$ cat src/hw/rtl/lmrs_pkg.sv
package lmrs_pkg;

    // fixed field widths of the stream items
    localparam int ROW_W    = 6;
    localparam int IDX_W    = 2;
    localparam int BYTE_W   = 8;
    localparam int LVL_W    = 3;
    localparam int BITS_W   = 6;
    localparam int COL_W    = 5;
    localparam int EN_W     = 8;
    localparam int S_DATA_W = 24;
    localparam int M_DATA_W = 24;

    // column counter carried in the command, wide enough for 8 column bytes plus the end token
    localparam int CNT_W = 7;

    localparam logic ACT_WRITE = 1'b0;
    localparam logic ACT_SCAN  = 1'b1;

    typedef struct packed {
        logic             wr;
        logic             start;
        logic             issue;
        logic             last;
        logic [CNT_W-1:0] column;
    } t_dp_cmd;

    typedef struct packed {
        logic a_ready;
    } t_dp_sts;

endpackage

$ cat src/hw/rtl/led_matrix_row_scanner.sv
// Byte write: one transaction per cycle while no scan is busy, no result, stored at
// the accepting edge. Scan of a level below LEVELS: COLUMN_BYTES*8 shift words, then
// the row-enable word, one per cycle while the output is taken; the first shift word
// is registered in stage A, then in the output register. A scan blocks the input through
// one issue per column and one for the enable token, paced by the column counter.
// Reset (i_rst_n, synchronous, active low) clears controller, pipeline and frame valids.
module led_matrix_row_scanner #(
    parameter int LEVELS       = 8,
    parameter int DATA_LINES   = 6,
    parameter int COLUMN_BYTES = 3
) (
    input  logic                             i_clk,
    input  logic                             i_rst_n,
    // input stream
    input  logic                             s_axis_tvalid,
    output logic                             s_axis_tready,
    // [5:0] frame_row, [7:6] byte_index, [15:8] byte_value, [18:16] scan_level, [23:19] zero
    input  logic [lmrs_pkg::S_DATA_W-1:0]    s_axis_tdata,
    // [0] action
    input  logic                             s_axis_tuser,
    // result stream
    output logic                             m_axis_tvalid,
    input  logic                             m_axis_tready,
    // [5:0] data_bits, [10:6] column, [18:11] row_enable, [23:19] zero
    output logic [lmrs_pkg::M_DATA_W-1:0]    m_axis_tdata,
    output logic                             m_axis_tlast
);
    import lmrs_pkg::*;

    // input transaction fields
    logic [ROW_W-1:0]  in_row;
    logic [IDX_W-1:0]  in_idx;
    logic [BYTE_W-1:0] in_value;
    logic [LVL_W-1:0]  in_level;

    assign in_row   = s_axis_tdata[5:0];
    assign in_idx   = s_axis_tdata[7:6];
    assign in_value = s_axis_tdata[15:8];
    assign in_level = s_axis_tdata[18:16];

    t_dp_cmd dp_cmd;
    t_dp_sts dp_sts;

    logic [BITS_W-1:0] out_bits;
    logic [COL_W-1:0]  out_col;
    logic [EN_W-1:0]   out_en;

    // controller: accepts transactions, walks the columns of a scan
    lmrs_ctrl #(
        .LEVELS       (LEVELS),
        .COLUMN_BYTES (COLUMN_BYTES)
    ) u_ctrl (
        .i_clk    (i_clk),
        .i_rst_n  (i_rst_n),
        .i_valid  (s_axis_tvalid),
        .o_ready  (s_axis_tready),
        .i_action (s_axis_tuser),
        .i_level  (in_level),
        .o_cmd    (dp_cmd),
        .i_sts    (dp_sts)
    );

    // datapath: one frame memory per data line, read pipeline, output register
    lmrs_datapath #(
        .LEVELS       (LEVELS),
        .DATA_LINES   (DATA_LINES),
        .COLUMN_BYTES (COLUMN_BYTES)
    ) u_dp (
        .i_clk        (i_clk),
        .i_rst_n      (i_rst_n),
        .i_cmd        (dp_cmd),
        .o_sts        (dp_sts),
        .i_frame_row  (in_row),
        .i_byte_index (in_idx),
        .i_byte_value (in_value),
        .i_scan_level (in_level),
        .o_valid      (m_axis_tvalid),
        .i_ready      (m_axis_tready),
        .o_data_bits  (out_bits),
        .o_column     (out_col),
        .o_row_enable (out_en),
        .o_last       (m_axis_tlast)
    );

    assign m_axis_tdata = {5'b0, out_en, out_col, out_bits};

endmodule

$ cat src/hw/rtl/lmrs_ctrl.sv
module lmrs_ctrl #(
    parameter int LEVELS       = 8,
    parameter int COLUMN_BYTES = 3
) (
    input  logic                          i_clk,
    input  logic                          i_rst_n,
    input  logic                          i_valid,
    output logic                          o_ready,
    input  logic                          i_action,
    input  logic [lmrs_pkg::LVL_W-1:0]    i_level,
    output lmrs_pkg::t_dp_cmd             o_cmd,
    input  lmrs_pkg::t_dp_sts             i_sts
);
    import lmrs_pkg::*;

    localparam int COLUMNS = COLUMN_BYTES * 8;
    localparam int CW      = $clog2(COLUMNS + 1);

    localparam logic ST_IDLE = 1'b0;
    localparam logic ST_SCAN = 1'b1;

    logic          r_state, n_state;
    logic [CW-1:0] r_col, n_col;
    logic          accept;
    logic          lvl_ok;
    logic          is_last;

    assign o_ready = (r_state == ST_IDLE);
    assign accept  = i_valid && o_ready;
    assign lvl_ok  = 32'(i_level) < LEVELS;
    assign is_last = (r_col == CW'(COLUMNS));

    always_comb begin
        n_state = r_state;
        n_col   = r_col;
        o_cmd   = '0;
        case (r_state)
            ST_IDLE: begin
                if (accept) begin
                    if (i_action == ACT_WRITE) begin
                        o_cmd.wr = 1'b1;
                    end else if (lvl_ok) begin
                        o_cmd.start = 1'b1;
                        n_col       = '0;
                        n_state     = ST_SCAN;
                    end
                end
            end
            ST_SCAN: begin
                if (i_sts.a_ready) begin
                    o_cmd.issue  = 1'b1;
                    o_cmd.last   = is_last;
                    o_cmd.column = CNT_W'(r_col);
                    n_col        = r_col + 1'b1;
                    if (is_last) begin
                        n_state = ST_IDLE;
                    end
                end
            end
            default: begin
                n_state = ST_IDLE;
            end
        endcase
    end

    always_ff @(posedge i_clk) begin
        if (!i_rst_n) begin
            r_state <= ST_IDLE;
            r_col   <= '0;
        end else begin
            r_state <= n_state;
            r_col   <= n_col;
        end
    end

endmodule

$ cat src/hw/rtl/lmrs_datapath.sv
module lmrs_datapath #(
    parameter int LEVELS       = 8,
    parameter int DATA_LINES   = 6,
    parameter int COLUMN_BYTES = 3
) (
    input  logic                          i_clk,
    input  logic                          i_rst_n,
    input  lmrs_pkg::t_dp_cmd             i_cmd,
    output lmrs_pkg::t_dp_sts             o_sts,
    input  logic [lmrs_pkg::ROW_W-1:0]    i_frame_row,
    input  logic [lmrs_pkg::IDX_W-1:0]    i_byte_index,
    input  logic [lmrs_pkg::BYTE_W-1:0]   i_byte_value,
    input  logic [lmrs_pkg::LVL_W-1:0]    i_scan_level,
    output logic                          o_valid,
    input  logic                          i_ready,
    output logic [lmrs_pkg::BITS_W-1:0]   o_data_bits,
    output logic [lmrs_pkg::COL_W-1:0]    o_column,
    output logic [lmrs_pkg::EN_W-1:0]     o_row_enable,
    output logic                          o_last
);
    import lmrs_pkg::*;

    localparam int ROWS       = LEVELS * DATA_LINES;
    localparam int LANE_DEPTH = LEVELS * COLUMN_BYTES;
    localparam int AW         = (LANE_DEPTH > 1) ? $clog2(LANE_DEPTH) : 1;
    localparam int LW         = (DATA_LINES > 1) ? $clog2(DATA_LINES) : 1;
    localparam int LVW        = $clog2(LEVELS);
    localparam int DW         = (DATA_LINES > BITS_W) ? DATA_LINES : BITS_W;
    localparam int EW         = (LEVELS > EN_W) ? LEVELS : EN_W;

    // write decode: frame row -> data line (lane) and level within the lane
    logic [LW-1:0]  w_lane;
    logic [LVW-1:0] w_lvl;
    logic [AW-1:0]  w_addr;
    logic           w_ok;

    always_comb begin
        w_lane = '0;
        for (int k = 1; k < DATA_LINES; k++) begin
            if (32'(i_frame_row) >= k * LEVELS) begin
                w_lane = LW'(k);
            end
        end
    end

    assign w_lvl  = LVW'(32'(i_frame_row) - 32'(w_lane) * LEVELS);
    assign w_addr = AW'(32'(w_lvl) * COLUMN_BYTES + 32'(i_byte_index));
    assign w_ok   = i_cmd.wr && (32'(i_frame_row) < ROWS) && (32'(i_byte_index) < COLUMN_BYTES);

    // read side
    logic [LVL_W-1:0] r_level;
    logic [AW-1:0]    rd_addr;
    logic             rd_en;

    assign rd_en   = i_cmd.issue && !i_cmd.last;
    assign rd_addr = AW'(32'(r_level) * COLUMN_BYTES + 32'(i_cmd.column >> 3));

    always_ff @(posedge i_clk) begin
        if (i_cmd.start) begin
            r_level <= i_scan_level;
        end
    end

    logic [BYTE_W-1:0]     r_rd [DATA_LINES];
    logic [DATA_LINES-1:0] r_rv;

    for (genvar k = 0; k < DATA_LINES; k++) begin : g_lane
        logic [BYTE_W-1:0]     r_mem [LANE_DEPTH];
        logic [LANE_DEPTH-1:0] r_vld;

        always_ff @(posedge i_clk) begin
            if (w_ok && (w_lane == LW'(k))) begin
                r_mem[w_addr] <= i_byte_value;
            end
            if (rd_en) begin
                r_rd[k] <= r_mem[rd_addr];
                r_rv[k] <= r_vld[rd_addr];
            end
        end

        // unwritten entries read as dark
        always_ff @(posedge i_clk) begin
            if (!i_rst_n) begin
                r_vld <= '0;
            end else if (w_ok && (w_lane == LW'(k))) begin
                r_vld[w_addr] <= 1'b1;
            end
        end
    end

    // stage A: read data plus token
    logic             r_a_v;
    logic             r_a_last;
    logic [CNT_W-1:0] r_a_col;
    logic [LVL_W-1:0] r_a_lvl;
    logic             b_free;
    logic             a_ready;

    assign b_free        = !o_valid || i_ready;
    assign a_ready       = !r_a_v || b_free;
    assign o_sts.a_ready = a_ready;

    always_ff @(posedge i_clk) begin
        if (!i_rst_n) begin
            r_a_v <= 1'b0;
        end else if (a_ready) begin
            r_a_v <= i_cmd.issue;
        end
    end

    always_ff @(posedge i_clk) begin
        if (a_ready && i_cmd.issue) begin
            r_a_last <= i_cmd.last;
            r_a_col  <= i_cmd.column;
            r_a_lvl  <= r_level;
        end
    end

    // pixel select: msb of the byte is the leftmost column
    logic [DATA_LINES-1:0] a_word;
    logic [2:0]            bit_sel;
    logic [BITS_W-1:0]     b_bits;
    logic [COL_W-1:0]      b_col;
    logic [EN_W-1:0]       b_en;

    assign bit_sel = ~r_a_col[2:0];

    always_comb begin
        for (int k = 0; k < DATA_LINES; k++) begin
            a_word[k] = r_rv[k] & r_rd[k][bit_sel];
        end
    end

    assign b_bits = r_a_last ? '0 : BITS_W'(DW'(a_word));
    assign b_col  = r_a_last ? '0 : COL_W'(r_a_col);
    assign b_en   = r_a_last ? EN_W'(EW'(1) << (LEVELS - 1 - int'(r_a_lvl))) : '0;

    // stage B: output register
    always_ff @(posedge i_clk) begin
        if (!i_rst_n) begin
            o_valid <= 1'b0;
        end else if (b_free) begin
            o_valid <= r_a_v;
        end
    end

    always_ff @(posedge i_clk) begin
        if (b_free && r_a_v) begin
            o_data_bits  <= b_bits;
            o_column     <= b_col;
            o_row_enable <= b_en;
            o_last       <= r_a_last;
        end
    end

endmodule

$ cat config.mk
export PLATFORM = sky130hd
export DESIGN_NAME = led_matrix_row_scanner
export DESIGN_NICKNAME = d
export VERILOG_FILES = /design/src/hw/rtl/lmrs_pkg.sv /design/src/hw/rtl/led_matrix_row_scanner.sv /design/src/hw/rtl/lmrs_ctrl.sv /design/src/hw/rtl/lmrs_datapath.sv
export SDC_FILE = /design/constraint.sdc
export NUM_CORES = 1
export LEC_CHECK = 0
export BUFFER_PORTS_ARGS = -buffer_cell sky130_fd_sc_hd__buf_2
export CAP_MARGIN = 5
export CORE_MARGIN = 3
export CORE_UTILIZATION = 29
export CTS_CLUSTER_DIAMETER = 200
export DETAILED_ROUTE_END_ITERATION = 16
export PLACE_DENSITY = 0.52
export SYNTH_ARGS = -nofsm -noshare
export SYNTH_HDL_FRONTEND = slang
export SYNTH_SLANG_ARGS = --single-unit
$ cat constraint.sdc
create_clock -name i_clk -period 13.1 [get_ports i_clk]
set_input_delay 2.62 -clock i_clk [delete_from_list [all_inputs] [get_ports i_clk]]
set_output_delay 2.62 -clock i_clk [all_outputs]
set_load 0.02 [all_outputs]
==> summary.md <==
| Metric | Value |
|---|---|
| Crit-path max FO | `109` |
| Crit-path cells | `buf_2, nand3b_1, nand2_1, inv_1, nand2_1, fa_1, inv_1, ha_4, fa_4, buf_12, buf_4, mux4_2, mux2i_1, o22a_1, o21ai_0` |
| Yosys reg bits | `1390` |
| Final weighted congestion in routability-driven placement | `0.724` |
| Synth Area per Inst | `20.6 um^2` |
| Number of buffers created by CTS | `143` |
| DIE AREA | `192000 um^2` |
| First-pass GRT wire length | `191000 um` |
| Worst hold path class | `reg -> reg` |
| Core area | `184000 um^2` |
| # rows | `157` |
| Worst EP arrival | `8.19 ns` |
| H-tree depth | `4` |
| Leakage | `19.5 nW` |
| Detail Placement HPWL | `76000 um` |
| CP Launch Type | `input pin` |
| Slew headroom | `13.8%` |
| Critical path class | `in -> reg` |
| Combinational power share | `6.4%` |
| Vias in the first global route | `26800` |
| Post-synth top flop | `edfxtp_1` |
| Pwr per Cell Area | `152 nW/um^2` |
| TNS Setup | `0 ns` |
| Post-Synthesis Cells | `2625` |
| Global-route track usage on met3 | `2.31%` |
| Slowest CP cell | `fa_4` |
| Num ports | `56` |
| CP peak stage delay | `0.91 ns` |
| Ys async rst share | `0%` |
| Total global-route track usage | `13.7%` |
| Global routing's busiest layer | `met2` |
| Final cell count without fillers | `5386` |
| Nets@finish | `2833` |
| # port buffers | `45` |
| Power Total | `9.47 mW` |
| Slew @ Worst Pin | `1.29 ns` |
| CTS resizes | `0` |
| Vias per cell | `4.82` |
| Hold Buf Count CTS | `0` |
| Final Skew | `0.0299 ns` |
| Fmax | `129 MHz` |
| Final ANT Viol Nets | `0` |
| First-pass DRT Iterations | `5` |
| GRT met1 Usage | `18.5%` |
| Clock root buffer | `clkbuf_16` |
| Clock sinks | `1390` |
| Final Hold Vio Count | `0` |
| Switch share | `21.7%` |
| CP required | `13.55 ns` |
| Unrepaired setup endpoints after global routing | `no` |
| Sequential area share after synthesis | `74.4%` |
| Insertion delay to the later sink of the worst-skew pair | `0.76 ns` |
| Psw | `2.06 mW` |
| Critical Path End Type | `flip-flop` |
| Most frequent cells in the layout | `1238 x edfxtp_1, 336 x mux4_2, 152 x dfxtp_1, 149 x clkbuf_16, 139 x buf_4` |
| Avg WL per Cell | `24.5 um` |
| Die W | `438 um` |
| Initial core utilization | `29.3%` |
| Slew Viols, Final | `0` |
| Final min period | `7.74 ns` |
| Yosys warning count | `0` |
| Outcome | `completed` |
| Post-synth EDFFs | `1238` |
| Iteration-0 DRC Markers | `2297` |
| Post-Route WL | `132000 um` |
| Seq pwr share | `51.3%` |
| Clock share of power | `42.4%` |
| Layout area overhead | `15.5%` |
| DR vias | `26000` |
| Clock buffer depth | `3` |
| Tcrit/Tclk final | `59.1%` |
| Most common cell after layout, fill and taps aside | `edfxtp_1` |
| Final setup vio count | `0` |
| Synthesized cell area | `54000 um^2` |
| Max Cap Violations | `0` |
| Initial antenna violation count | `16` |
| Post-placement cell count | `5106` |
| Post-CTS setup buffer count | `0` |
| Largest net degree at the start of global routing | `110` |
| Reg clk slew, reported paths | `0.06 ns` |
| Int Pwr | `7.41 mW` |
| Global route total overflow | `0` |
| Layout cells sized above 1 | `29.0%` |
| Drt drc | `0` |
| CTS tree | `yes` |
| M2 GR Usage | `22.0%` |
| Chip Height | `438 um` |
| Unique masters post-synth | `46` |
| Worst ir drop on vdd | `114 uV` |
## synthesized netlist by cell type (35+ instances only)
cell / n / area, um^2
buf_2: 35 / 175
dfxtp_1: 152 / 3040
edfxtp_1: 1238 / 37200
mux2i_1: 72 / 721
o21a_1: 97 / 728
mux4_2: 336 / 7570
buf_4: 42 / 315
nor3_1: 101 / 505
clkbuf_1: 70 / 263
a22o_1: 47 / 412
mux2_2: 96 / 1080
nor2_1: 63 / 236
o22ai_1: 48 / 300
a21oi_1: 55 / 275
## layout make-up
cell class,count,area [um^2]
Fill cell,17500,122000
Sequential cell,1390,40200
Multi-Input combinational cell,1053,13000
Clock buffer,213,4110
Tap cell,2464,3080
Timing Repair Buffer,182,1360
Clock inverter,49,497
Inverter,17,63.8
Antenna cell,18,45.0
## final timing paths
| path | start | end | slack (ns) | cells after the start |
|---|---|---|---|---|
| setup / recovery | m_axis_tready | u_dp.r_rv[4] | 5.36 | 15 |
| hold / removal | u_dp.g_lane[2].r_vld[4] | u_dp.g_lane[2].r_vld[4] | 0.46 | 1 |
| setup reg to reg | u_ctrl.r_state | u_dp.r_rv[4] | 6.78 | 13 |
| hold reg to reg | u_dp.g_lane[2].r_vld[4] | u_dp.g_lane[2].r_vld[4] | 0.46 | 1 |
## routing by layer
layer  wire [um]  vias to the layer above
li1            -                    11200
met3        6020                      219
met5          13                        -
met1       57800                    13800
met4        4710                        2
met2       63400                      687
## sequential cells by signal (all words and copies together) (netlist names), 3 cells and up
name               cells
u_ctrl.r_col           5
u_dp.g_lane.r_mem   1152
u_dp.g_lane.r_vld    144
u_dp.o_column          5
u_dp.o_data_bits       6
u_dp.o_row_enable      8
u_dp.r_a_col           5
u_dp.r_a_lvl           3
u_dp.r_level           3
u_dp.r_rd             48
u_dp.r_rv              6
## logic make-up after synthesis
family	count (synthesis)	synth area share [%]
DFF	1390	74.4
muxes	504	17.3
AOI/OAI and AO/OA	269	3.46
and+or+nand+nor	254	2.44
buffers and inverters	186	1.83
adders and majority gates	17	0.449
xor gates and xnor gates	4	0.0648
other	1	0.00694
## worst max-delay path: cells and delay by family
| family | cells | cell delay, ns |
|---|---|---|
| AOI/OAI and AO/OA | 2 | 0.31 |
| adders and majority gates | 3 | 1.65 |
| buffers and inverters | 5 | 1.87 |
| muxes | 2 | 0.84 |
| and+or+nand+nor | 3 | 0.70 |
## through the flow
stage	hold slack (ns)	instance area, um^2	util [%]	setup WS (ns)
2_1_floorplan	0.420	54100	-	6.67
3_3_place_gp	0.441	57800	31.3	4.54
3_5_place_dp	0.448	57800	31.3	4.55
4_1_cts	0.462	62400	33.8	5.38
5_1_grt	0.472	62400	33.9	5.00
6_report	0.459	62400	33.9	5.36
## power groups by stage
| stage | registers [mW] | logic [mW] | clock network (mW) |
|---|---|---|---|
| global placement | 4.95 | 0.612 | 0 |
| detailed placement | 4.95 | 0.616 | 0 |
| finish | 4.86 | 0.605 | 4.01 |
| CTS | 4.86 | 0.617 | 4.11 |
| global route | 4.86 | 0.647 | 4.30 |
| floorplan | 4.95 | 0.370 | 0 |
Note: power is estimated with default switching activity, not from simulation.
